**config.mk**
```make
export PLATFORM = sky130hd
export DESIGN_NAME = sha256_pow_nonce_search_core_flat
export DESIGN_NICKNAME = d
export VERILOG_FILES = /design/src/rtl/sps_pkg.sv /design/src/rtl/sps_if.sv /design/src/rtl/sps_round.sv /design/src/rtl/sha256_pow_nonce_search_core.sv /design/src/flat_wrapper.sv
export SDC_FILE = /design/constraint.sdc
export NUM_CORES = 2
export LEC_CHECK = 0
export BUFFER_PORTS_ARGS = -buffer_cell sky130_fd_sc_hd__buf_2
export CORE_UTILIZATION = 40
export DETAILED_ROUTE_END_ITERATION = 12
export HOLD_SLACK_MARGIN = 0.02
export PLACE_DENSITY = 0.59
export SYNTH_ARGS = -nofsm -noshare
export SYNTH_HDL_FRONTEND = slang
export SYNTH_SLANG_ARGS = --single-unit
```
**constraint.sdc**
```tcl
create_clock -name clk -period 34.7 [get_ports clk]
set_input_delay 1.735 -clock clk [delete_from_list [all_inputs] [get_ports clk]]
set_output_delay 1.735 -clock clk [all_outputs]
set_load 0.01 [all_outputs]
```
**src/rtl/sps_pkg.sv**
```systemverilog
`timescale 1ns / 1ps
package sps_pkg;

  localparam int unsigned WordW  = 32;
  localparam int unsigned DiffW  = 9;
  localparam logic [WordW-1:0] NonceNone = 32'hFFFF_FFFF;
  localparam logic [DiffW-1:0] DiffReset = 9'd16;
  localparam logic [DiffW-1:0] DiffMax   = 9'd256;
  localparam logic [WordW-1:0] MsgBits   = 32'd64;

  typedef logic [WordW-1:0] word_t;

  typedef struct packed {
    logic  start;
    word_t w0;
    word_t w1;
  } sps_req_t;

  typedef struct packed {
    logic  done;
    word_t d0;
    word_t d1;
    word_t d2;
    word_t d3;
    word_t d4;
    word_t d5;
    word_t d6;
    word_t d7;
  } sps_rsp_t;

  localparam word_t RoundK [64] = '{
    32'h428a2f98, 32'h71374491, 32'hb5c0fbcf, 32'he9b5dba5, 32'h3956c25b, 32'h59f111f1,
    32'h923f82a4, 32'hab1c5ed5, 32'hd807aa98, 32'h12835b01, 32'h243185be, 32'h550c7dc3,
    32'h72be5d74, 32'h80deb1fe, 32'h9bdc06a7, 32'hc19bf174, 32'he49b69c1, 32'hefbe4786,
    32'h0fc19dc6, 32'h240ca1cc, 32'h2de92c6f, 32'h4a7484aa, 32'h5cb0a9dc, 32'h76f988da,
    32'h983e5152, 32'ha831c66d, 32'hb00327c8, 32'hbf597fc7, 32'hc6e00bf3, 32'hd5a79147,
    32'h06ca6351, 32'h14292967, 32'h27b70a85, 32'h2e1b2138, 32'h4d2c6dfc, 32'h53380d13,
    32'h650a7354, 32'h766a0abb, 32'h81c2c92e, 32'h92722c85, 32'ha2bfe8a1, 32'ha81a664b,
    32'hc24b8b70, 32'hc76c51a3, 32'hd192e819, 32'hd6990624, 32'hf40e3585, 32'h106aa070,
    32'h19a4c116, 32'h1e376c08, 32'h2748774c, 32'h34b0bcb5, 32'h391c0cb3, 32'h4ed8aa4a,
    32'h5b9cca4f, 32'h682e6ff3, 32'h748f82ee, 32'h78a5636f, 32'h84c87814, 32'h8cc70208,
    32'h90befffa, 32'ha4506ceb, 32'hbef9a3f7, 32'hc67178f2
  };

  localparam word_t InitH [8] = '{
    32'h6a09e667, 32'hbb67ae85, 32'h3c6ef372, 32'ha54ff53a,
    32'h510e527f, 32'h9b05688c, 32'h1f83d9ab, 32'h5be0cd19
  };

  function automatic word_t rotr(input word_t x, input int unsigned n);
    rotr = (x >> n) | (x << (WordW - n));
  endfunction

  function automatic word_t bswap(input word_t x);
    bswap = {x[7:0], x[15:8], x[23:16], x[31:24]};
  endfunction

endpackage

```
**src/rtl/sps_if.sv**
```systemverilog
`timescale 1ns / 1ps
interface sps_in_if import sps_pkg::*; ();
  logic  valid;
  logic  ready;
  word_t challenge;
  modport source (output valid, output challenge, input ready);
  modport sink (input valid, input challenge, output ready);
endinterface

interface sps_out_if import sps_pkg::*; ();
  logic  valid;
  logic  ready;
  word_t nonce;
  logic  found;
  modport source (output valid, output nonce, output found, input ready);
  modport sink (input valid, input nonce, input found, output ready);
endinterface

interface sps_cfg_if import sps_pkg::*; ();
  logic             valid;
  logic             ready;
  logic [DiffW-1:0] difficulty_bits;
  modport source (output valid, output difficulty_bits, input ready);
  modport sink (input valid, input difficulty_bits, output ready);
endinterface

```
**src/rtl/sps_round.sv**
```systemverilog
`timescale 1ns / 1ps
module sps_round import sps_pkg::*; (
  input  logic     clk,
  input  logic     rst_n,
  input  sps_req_t req,
  output sps_rsp_t rsp
);

  // one compression round per cycle; schedule kept as a 16-word window
  word_t       w_r [16];
  word_t       w_nxt [16];
  word_t       a_r, b_r, c_r, d_r, e_r, f_r, g_r, h_r;
  logic [5:0]  t_r;
  logic        busy_r;
  logic        done_r;

  word_t s0, s1, wnew, bs1, ch, t1, bs0, mj, t2;

  always_comb begin
    s0   = rotr(w_r[1], 7) ^ rotr(w_r[1], 18) ^ (w_r[1] >> 3);
    s1   = rotr(w_r[14], 17) ^ rotr(w_r[14], 19) ^ (w_r[14] >> 10);
    wnew = w_r[0] + s0 + w_r[9] + s1;
    bs1  = rotr(e_r, 6) ^ rotr(e_r, 11) ^ rotr(e_r, 25);
    ch   = (e_r & f_r) ^ (~e_r & g_r);
    t1   = h_r + bs1 + ch + RoundK[t_r] + w_r[0];
    bs0  = rotr(a_r, 2) ^ rotr(a_r, 13) ^ rotr(a_r, 22);
    mj   = (a_r & b_r) ^ (a_r & c_r) ^ (b_r & c_r);
    t2   = bs0 + mj;
    for (int i = 0; i < 15; i++) w_nxt[i] = w_r[i+1];
    w_nxt[15] = wnew;
  end

  always_ff @(posedge clk) begin
    if (!rst_n) begin
      busy_r <= 1'b0;
      done_r <= 1'b0;
      t_r    <= '0;
    end else begin
      done_r <= 1'b0;
      if (req.start) begin
        busy_r <= 1'b1;
        t_r    <= '0;
        w_r[0]  <= req.w0;
        w_r[1]  <= req.w1;
        w_r[2]  <= 32'h8000_0000;
        for (int i = 3; i < 15; i++) w_r[i] <= '0;
        w_r[15] <= MsgBits;
        a_r <= InitH[0]; b_r <= InitH[1]; c_r <= InitH[2]; d_r <= InitH[3];
        e_r <= InitH[4]; f_r <= InitH[5]; g_r <= InitH[6]; h_r <= InitH[7];
      end else if (busy_r) begin
        w_r <= w_nxt;
        h_r <= g_r; g_r <= f_r; f_r <= e_r; e_r <= d_r + t1;
        d_r <= c_r; c_r <= b_r; b_r <= a_r; a_r <= t1 + t2;
        t_r <= t_r + 6'd1;
        if (t_r == 6'd63) begin
          busy_r <= 1'b0;
          done_r <= 1'b1;
        end
      end
    end
  end

  assign rsp.done = done_r;
  assign rsp.d0 = InitH[0] + a_r;
  assign rsp.d1 = InitH[1] + b_r;
  assign rsp.d2 = InitH[2] + c_r;
  assign rsp.d3 = InitH[3] + d_r;
  assign rsp.d4 = InitH[4] + e_r;
  assign rsp.d5 = InitH[5] + f_r;
  assign rsp.d6 = InitH[6] + g_r;
  assign rsp.d7 = InitH[7] + h_r;

endmodule

```
**src/rtl/sha256_pow_nonce_search_core.sv**
```systemverilog
`timescale 1ns / 1ps
// Hashcash-style SHA-256 nonce search. Each challenge beat starts a search over
// nonces 0 upward; every nonce takes a load, 64 rounds of the single round unit,
// a digest capture and a leading-zero check, in that order. The input is not
// ready during a search; the result waits in an output register. Difficulty is
// written on the cfg channel; the user must write it only while idle, which the
// block does not enforce. Values above 256 act as 256; 0 returns nonce 0 at once.
module sha256_pow_nonce_search_core import sps_pkg::*; (
  input  logic     clk,
  input  logic     rst_n,
  sps_in_if.sink   in_ch,
  sps_out_if.source out_ch,
  sps_cfg_if.sink  cfg_ch
);

  typedef enum logic [3:0] {
    ST_IDLE  = 4'b0001,
    ST_HASH  = 4'b0010,
    ST_CHECK = 4'b0100,
    ST_OUT   = 4'b1000
  } state_t;

  state_t           state_r, state_nxt;
  logic [DiffW-1:0] diff_r;
  word_t            chal_r;
  word_t            nonce_r;
  logic             found_r;
  sps_req_t         req;
  sps_rsp_t         rsp;
  logic [255:0]     dig_r;
  logic [DiffW-1:0] need;
  logic [255:0]     mask;
  logic             ok;
  logic             hash_go_r;

  sps_round u_round (.clk(clk), .rst_n(rst_n), .req(req), .rsp(rsp));

  assign need = (diff_r > DiffMax) ? DiffMax : diff_r;
  always_comb begin
    mask = '1;
    if (need != 9'd256) mask = ~({256{1'b1}} >> need[7:0]);
  end
  assign ok = ((dig_r & mask) == '0);

  assign in_ch.ready  = (state_r == ST_IDLE);
  assign cfg_ch.ready = 1'b1;
  assign out_ch.valid = (state_r == ST_OUT);
  assign out_ch.nonce = nonce_r;
  assign out_ch.found = found_r;

  always_comb begin
    req.start = hash_go_r;
    req.w0    = bswap(chal_r);
    req.w1    = bswap(nonce_r);
    state_nxt = state_r;
    case (state_r)
      ST_IDLE:  if (in_ch.valid) state_nxt = (need == '0) ? ST_OUT : ST_HASH;
      ST_HASH:  if (rsp.done) state_nxt = ST_CHECK;
      ST_CHECK: if (ok || nonce_r == NonceNone - 32'd1) state_nxt = ST_OUT;
                else state_nxt = ST_HASH;
      ST_OUT:   if (out_ch.ready) state_nxt = ST_IDLE;
      default:  state_nxt = ST_IDLE;
    endcase
  end

  always_ff @(posedge clk) begin
    if (!rst_n) begin
      state_r   <= ST_IDLE;
      diff_r    <= DiffReset;
      hash_go_r <= 1'b0;
    end else begin
      state_r   <= state_nxt;
      hash_go_r <= 1'b0;
      if (cfg_ch.valid) diff_r <= cfg_ch.difficulty_bits;
      if (state_r == ST_IDLE && in_ch.valid) begin
        chal_r    <= in_ch.challenge;
        nonce_r   <= '0;
        found_r   <= 1'b1;
        hash_go_r <= (need != '0);
      end
      if (state_r == ST_HASH && rsp.done)
        dig_r <= {rsp.d0, rsp.d1, rsp.d2, rsp.d3, rsp.d4, rsp.d5, rsp.d6, rsp.d7};
      if (state_r == ST_CHECK && !ok) begin
        nonce_r <= nonce_r + 32'd1;
        if (nonce_r == NonceNone - 32'd1) found_r <= 1'b0;
        else hash_go_r <= 1'b1;
      end
    end
  end

endmodule

```
**src/flat_wrapper.sv**
```systemverilog
// flat-port wrapper written by rule: the top's interface ports become plain ports
module sha256_pow_nonce_search_core_flat import sps_pkg::*;
  (clk, rst_n, in_ch_valid, in_ch_challenge, in_ch_ready, out_ch_valid, out_ch_nonce, out_ch_found, out_ch_ready, cfg_ch_valid, cfg_ch_difficulty_bits, cfg_ch_ready);
  sps_in_if in_ch_i ();
  sps_out_if out_ch_i ();
  sps_cfg_if cfg_ch_i ();
  input  logic clk;
  input  logic rst_n;
  input wire logic [$bits(in_ch_i.valid)-1:0] in_ch_valid;
  input wire logic [$bits(in_ch_i.challenge)-1:0] in_ch_challenge;
  output wire logic [$bits(in_ch_i.ready)-1:0] in_ch_ready;
  output wire logic [$bits(out_ch_i.valid)-1:0] out_ch_valid;
  output wire logic [$bits(out_ch_i.nonce)-1:0] out_ch_nonce;
  output wire logic [$bits(out_ch_i.found)-1:0] out_ch_found;
  input wire logic [$bits(out_ch_i.ready)-1:0] out_ch_ready;
  input wire logic [$bits(cfg_ch_i.valid)-1:0] cfg_ch_valid;
  input wire logic [$bits(cfg_ch_i.difficulty_bits)-1:0] cfg_ch_difficulty_bits;
  output wire logic [$bits(cfg_ch_i.ready)-1:0] cfg_ch_ready;
  assign in_ch_i.valid = in_ch_valid;
  assign in_ch_i.challenge = in_ch_challenge;
  assign in_ch_ready = in_ch_i.ready;
  assign out_ch_valid = out_ch_i.valid;
  assign out_ch_nonce = out_ch_i.nonce;
  assign out_ch_found = out_ch_i.found;
  assign out_ch_i.ready = out_ch_ready;
  assign cfg_ch_i.valid = cfg_ch_valid;
  assign cfg_ch_i.difficulty_bits = cfg_ch_difficulty_bits;
  assign cfg_ch_ready = cfg_ch_i.ready;
  sha256_pow_nonce_search_core u_core (.clk(clk), .rst_n(rst_n), .in_ch(in_ch_i), .out_ch(out_ch_i), .cfg_ch(cfg_ch_i));
endmodule
```
=== Word-level counts from Yosys, hierarchy flattened ===
Memory sizes are Yosys's and may differ from the RTL's.
Index checks and enable logic that the tools add are counted.

* $lt $le $gt $ge: 2
* Shift-type cells: 1
* Multiplexer cells: 32
* Reductions and logical operators: 17
* Bitwise logic cells: 32
* $add $sub $neg: 20
* Equal/unequal tests: 10

{| class="wikitable"
|+ Operator list
! operator !! count
|-
| 512-bit two-way mux || 2
|-
| 32-bit two-way mux || 12
|-
| 32-bit adder || 10
|-
| 32-bit XOR || 9
|-
| 256-bit bitwise AND || 1
|-
| 256-bit logical NOT || 1
|-
| 256-bit two-way mux || 1
|-
| 256-bit NOT || 1
|-
| 256-bit by 8-bit >> shifter with 256-bit output, first input constant || 1
|-
| 32-bit bitwise AND || 5
|-
| 31-bit by 32-bit adder with 32-bit output, first input constant || 3
|-
| 32-bit adder, first input constant || 3
|-
| 29-bit by 32-bit adder with 32-bit output, first input constant || 1
|-
| 30-bit by 32-bit adder with 32-bit output, first input constant || 1
|-
| 32-bit by 1-bit adder with 32-bit output, second input constant || 1
|-
| 32-bit == test, second input constant || 1
|-
| 32-bit NOT || 1
|-
| 10-bit by 32-bit OR with 32-bit output || 1
|-
| 13-bit by 32-bit OR with 32-bit output || 1
|-
| 14-bit by 32-bit OR with 32-bit output || 1
|-
| 15-bit by 32-bit OR with 32-bit output || 1
|-
| 19-bit by 32-bit OR with 32-bit output || 1
|-
| 21-bit by 32-bit OR with 32-bit output || 1
|-
| 25-bit by 32-bit OR with 32-bit output || 1
|-
| 32 further kinds || 53
|}

* Bits of input ports: 46
* Logic and storage cells: 149
* Output and inout bits: 36
* Memories: 1
* Flip-flop bits (word level): 1111
* Memory bits (read-only): 2048

{| class="wikitable"
|+ Memory list
! name !! depth !! width !! rd ports !! clocked after Yosys merged registers in !! wr ports !! line !! text
|-
| (name not given) || 64 || 32 || 1 || 0 || 0 || sps_round.sv:25 || <nowiki>t1 = h_r + bs1 + ch + RoundK[t_r] + w_r[0];</nowiki>
|}

=== Depth between registers and ports, before layout ===
* Depth in word-level cells: 11
* Mapped depth: 37

=== By module ===
A second synthesis with hierarchy kept.

* Cell total of the unflattened synthesis: 5734
* Area, all modules: 64727.1 sq um

{| class="wikitable"
|+ By module, submodules not included
! module !! area an instance (sq um) !! times used !! cells each !! sequential area each (sq um)
|-
| sps_round || 49687.7 || 1 || 4520 || 23222.3
|-
| sha256_pow_nonce_search_core || 15039.4 || 1 || 1214 || 9919.5
|}

=== Worst setup path before layout ===
OpenSTA, ideal clock, no wires.

* Kind: input port to flip-flop
* Start point: input rst_n
* End point: register u_core.u_round.busy_r
* Path slack: -1.955 ns
* Data arrival time: 36.481 ns
* Library setup time: 0.174 ns
* Required time: 34.526 ns
* Path buffers: 0
* Cell stages on the path: 3
* Cells stage by stage: inv_1 > nor2_1 > o41a_1

{| class="wikitable"
|+ RTL lines
! what !! line !! text
|-
| start, declared || flat_wrapper.sv:8 || <nowiki>input logic rst_n;</nowiki>
|-
| end signal, assigned || sps_round.sv:35 || <nowiki>busy_r <= 1'b0;</nowiki>
|-
| end signal, assigned || sps_round.sv:41 || <nowiki>busy_r <= 1'b1;</nowiki>
|-
| end signal, assigned || sps_round.sv:56 || <nowiki>busy_r <= 1'b0;</nowiki>
|-
| end, declared || sps_round.sv:14 || <nowiki>logic busy_r;</nowiki>
|}

=== Worst setup path in the final report ===
* Start point: register u_core.u_round.t_r[0]
* End point: register u_core.u_round.a_r[31] (data pin)

* Longest elaborated chain between the ends: 8

{| class="wikitable"
|+ RTL lines
! what !! line !! text
|-
| start, declared || sps_round.sv:13 || <nowiki>logic [5:0] t_r;</nowiki>
|-
| start signal, assigned || sps_round.sv:54 || <nowiki>t_r <= t_r + 6'd1;</nowiki>
|-
| 6-bit NOT with 7-bit output (not written as such) || sps_round.sv:25 ||
|-
| memory 64 x 32 bit || -- ||
|-
| 32-bit two-way mux (not written as such) (2 in series) || sps_round.sv:25 ||
|-
| 32-bit adder (2 in series) || sps_round.sv:25 ||
|-
| 32-bit adder || sps_round.sv:53 || <nowiki>d_r <= c_r; c_r <= b_r; b_r <= a_r; a_r <= t1 + t2;</nowiki>
|-
| 32-bit two-way mux || sps_round.sv:50 || <nowiki>end else if (busy_r) begin</nowiki>
|-
| end signal, assigned || sps_round.sv:48 || <nowiki>a_r <= InitH[0]; b_r <= InitH[1]; c_r <= InitH[2]; d_r <= InitH[3];</nowiki>
|-
| end signal, assigned || sps_round.sv:53 ||
|-
| end, declared || sps_round.sv:12 || <nowiki>word_t a_r, b_r, c_r, d_r, e_r, f_r, g_r, h_r;</nowiki>
|}

No other way between the ends. The select of a mux whose other input is x is not followed.
A chain may end at the register's enable or synchronous reset.

==> flow_summary.toml <==
[floorplanning]
num_rows = 147
initial_core_util_pct = 40.27
die_x_um = 403.8
ios = 82
die_area_mm2 = 0.1631
coreArea_mm2 = 0.1604
die_h_um = 403.8

[clocking]
cts_root_buffer = "clkbuf_16"
cts-resized-gates = 0
cts_tree = "yes"
clk-insertion-delay-late_ns = 0.78
cts_sinks = 1111
post_cts_buffers = 0
cts_buffers = 120
clk_path_buf_depth = 3
path_clk_slew_ns = 0.06
cts_hold_buf = 0
htreeDepth = 3

[sta]
hold_viol_final = 0
maxSlewHeadroom_pct = 20.11
grt_setup_unrepaired = "false"
fin_crit_sh_pct = 26.96
setup_viol = 0
max_freq_ghz = 0.1069
final.min_clock_period_ns = 9.354
skew_ns = 0.09014
worst_pin_slew_ns = 1.168
slew_viol_final = 0
tns_ns = 0
fin_hold_ws_ns = 0.4900

[setup_path]
r2r_setup_slack_ns = 25.35
cp-start-kind = "register"
crit_path_max_fanout = 29
end_kind = "register"
worstSetupPathType = "register to register"
crit_path_frequent_cell = "inv_1"
r2r_end = "u_core.u_round.a_r[31]"
crit-reg2reg-launch = "u_core.u_round.t_r[0]"
path_delay_family = "compound AO/OA/AOI/OAI gates"
worstRegToRegCells = 32
crit_arrival_ns = 9.76
worstPathRequired_ns = 35.11
cp.buffers_inverters = 6
critPathSlowestCell = "ha_1"
critPathMaxStageDelay_ns = 0.73

[min_path]
hold_path_class = "register to register"
hold_end = "u_core.dig_r[64]"
min_path_cells = 0
min-delay-start = "u_core.u_round.f_r[0]"

[drt]
drt_pass1_iterations = 8
postRouteAntennaNets = 0
vias = 45699
wl_per_cell_um = 29.21
routed_wl_um = 233300
drt_iter0_markers = 5773
viasPerCell = 5.721
drc = 0

[yosys]
yosysWarnings = 0
syn_inst = 5735
syn-num-nets = 6130
syn-cell-area_mm2 = 0.06459
synth_seq_cells = 1111
synthArstFlopShare_pct = 0
synth_top_area_share_pct = 50.63
synth_top_flop_cell = "edfxtp_1"
syn_area_per_cell_um2 = 11.26
synth_edf_count = 1089
synth_cell_types = 88
synth_top_cell_by_area = "edfxtp_1"
synth_area_leaders = "edfxtp_1, fa_1, xnor2_1, nor2b_1, xor2_1"
synth-seq-area-share_pct = 51.31

[grt]
overflow = 0
grt_pass1_vias = 43305
grt.total_usage_pct = 28.32
antenna_found_initial = 6
grt_pass1_wl_um = 328300
grt_max_degree = 212

[placed_design]
routabilityCongestion = 0.9858
port-buffer-count = 80
hpwlAfterDp_um = 174900
place_area_mm2 = 0.06720

[final_layout]
area_growth_syn_to_layout_pct = 10.12
drive_gt1_share_pct = 10.66
finalNetCount = 6120
fin_util_pct = 44.35
stdcell_area_mm2 = 0.07113
num-fill-cells = 15186

[status]
outcome = "completed"

[flow_run]
cap_violations = 0
[layout make-up]
cell class / instances / area (µm²) / share of cell area, %
Sequential cell: 1111 / 33160 / 46.62
Multi-Input combinational cell: 3894 / 28680 / 40.32
Clock buffer: 137 / 3067 / 4.312
Tap cell: 2160 / 2703 / 3.800
Inverter: 441 / 1655 / 2.327
Timing Repair Buffer: 157 / 1003 / 1.411
Clock inverter: 86 / 858.3 / 1.207
Antenna cell: 2 / 5.005 / 0.007037
[synth_stat cells, drive strengths merged, types with 12 or more instances]
cell type / instances
nor4: 36
mux2: 87
xor2: 245
dfxtp: 22
nand4: 33
o211ai: 41
edfxtp: 1089
inv: 440
and2: 12
nor3: 114
buf: 50
a22oi: 18
nor2: 387
or3: 24
o41ai: 12
a31oi: 52
xnor2: 355
fa: 188
o21bai: 18
a21o: 95
o311ai: 18
clkbuf: 239
or4: 18
a211oi: 37
nor2b: 496
o2111ai: 21
ha: 161
a21oi: 233
o22ai: 21
nand2b: 55
o21ai: 326
nand3: 74
o31ai: 28
a2111oi: 17
o21a: 44
and3: 37
mux2i: 28
nand2: 273
or2: 123
a221oi: 12
[metal layers]
metal  up-vias  part of all wire [%]  GRT usage [%]
met4         2                   3.9          10.47
li1      20176                     -              -
met1     23013                    45          42.48
met2      2131                    42          40.76
met3       377                   8.4          4.746
met5         -                0.0047              0
[per-stage QoR]
stage               std cells  setup WS [ns]
finish                   7988          25.35
global route             7986          24.68
CTS                      7986          25.41
detailed placement       7763          25.54
global placement         7763          25.59
floorplan                5735          11.44
[state kept, by name, indices dropped and copies added, names as in the netlist, 4 cells and up]
register and count:
u_core.dig_r 256, u_core.diff_r 9, u_core.u_round.h_r 32, u_core.chal_r 32, u_core.u_round.a_r 32, u_core.u_round.b_r 32
u_core.u_round.w_nxt 480, u_core.u_round.g_r 32, u_core.u_round.d_r 32, u_core.u_round.f_r 32, u_core.u_round.t_r 6, u_core.u_round.e_r 32
u_core.u_round.c_r 32, u_core.out_ch.nonce 32, u_core.u_round.w_r 32, u_core.state_r 4
[cells in the final DEF, fill, tap and decap left out, types with 33 or more instances in the layout]
cell type | Yosys | layout
o21a_1 | 44 | 44
edfxtp_1 | 1089 | 1089
fa_1 | 188 | 188
o211ai_1 | 41 | 41
or2_2 | 123 | 123
a21oi_1 | 232 | 231
nand3_1 | 74 | 74
buf_4 | 1 | 75
a31oi_1 | 52 | 52
buf_2 | 16 | 80
o21ai_0 | 324 | 323
inv_1 | 440 | 438
a211oi_1 | 36 | 36
nor2b_1 | 496 | 496
nand2b_1 | 55 | 55
xnor2_1 | 355 | 355
and3_1 | 37 | 37
nor3_1 | 109 | 107
nand4_1 | 33 | 33
a21o_1 | 95 | 95
nand2_1 | 273 | 273
nor4_1 | 35 | 35
xor2_1 | 245 | 245
mux2_2 | 87 | 87
nor2_1 | 356 | 354
ha_1 | 161 | 161
clkbuf_16 | 0 | 120
[how the worst max path moves through the flow]
stage,depth (start not counted),from,endpoint
after floorplan,3,rst_n,u_core.u_round.busy_r
after global placement,31,u_core.u_round.t_r[0],u_core.u_round.a_r[31]
after detailed placement,31,u_core.u_round.t_r[0],u_core.u_round.a_r[31]
after CTS,31,u_core.u_round.t_r[0],u_core.u_round.a_r[31]
after global routing,31,u_core.u_round.t_r[0],u_core.u_round.a_r[31]
final,32,u_core.u_round.t_r[0],u_core.u_round.a_r[31]
[logic make-up after synthesis]
kind of cell	count (synthesis)	synth area share, %
flip-flops	1111	51.31
other	1	0.005806
multiplexers	119	2.090
XOR/XNOR	601	8.171
buffers and inverters	730	4.337
adder cells (fa/ha/maj)	354	9.023
AO/OA/AOI/OAI	1100	10.96
AND/OR/NAND/NOR	1719	14.10
Power is left out: the tool's default activity adds up to more than one toggle a clock period on the data nets, which glitch-free logic cannot reach.
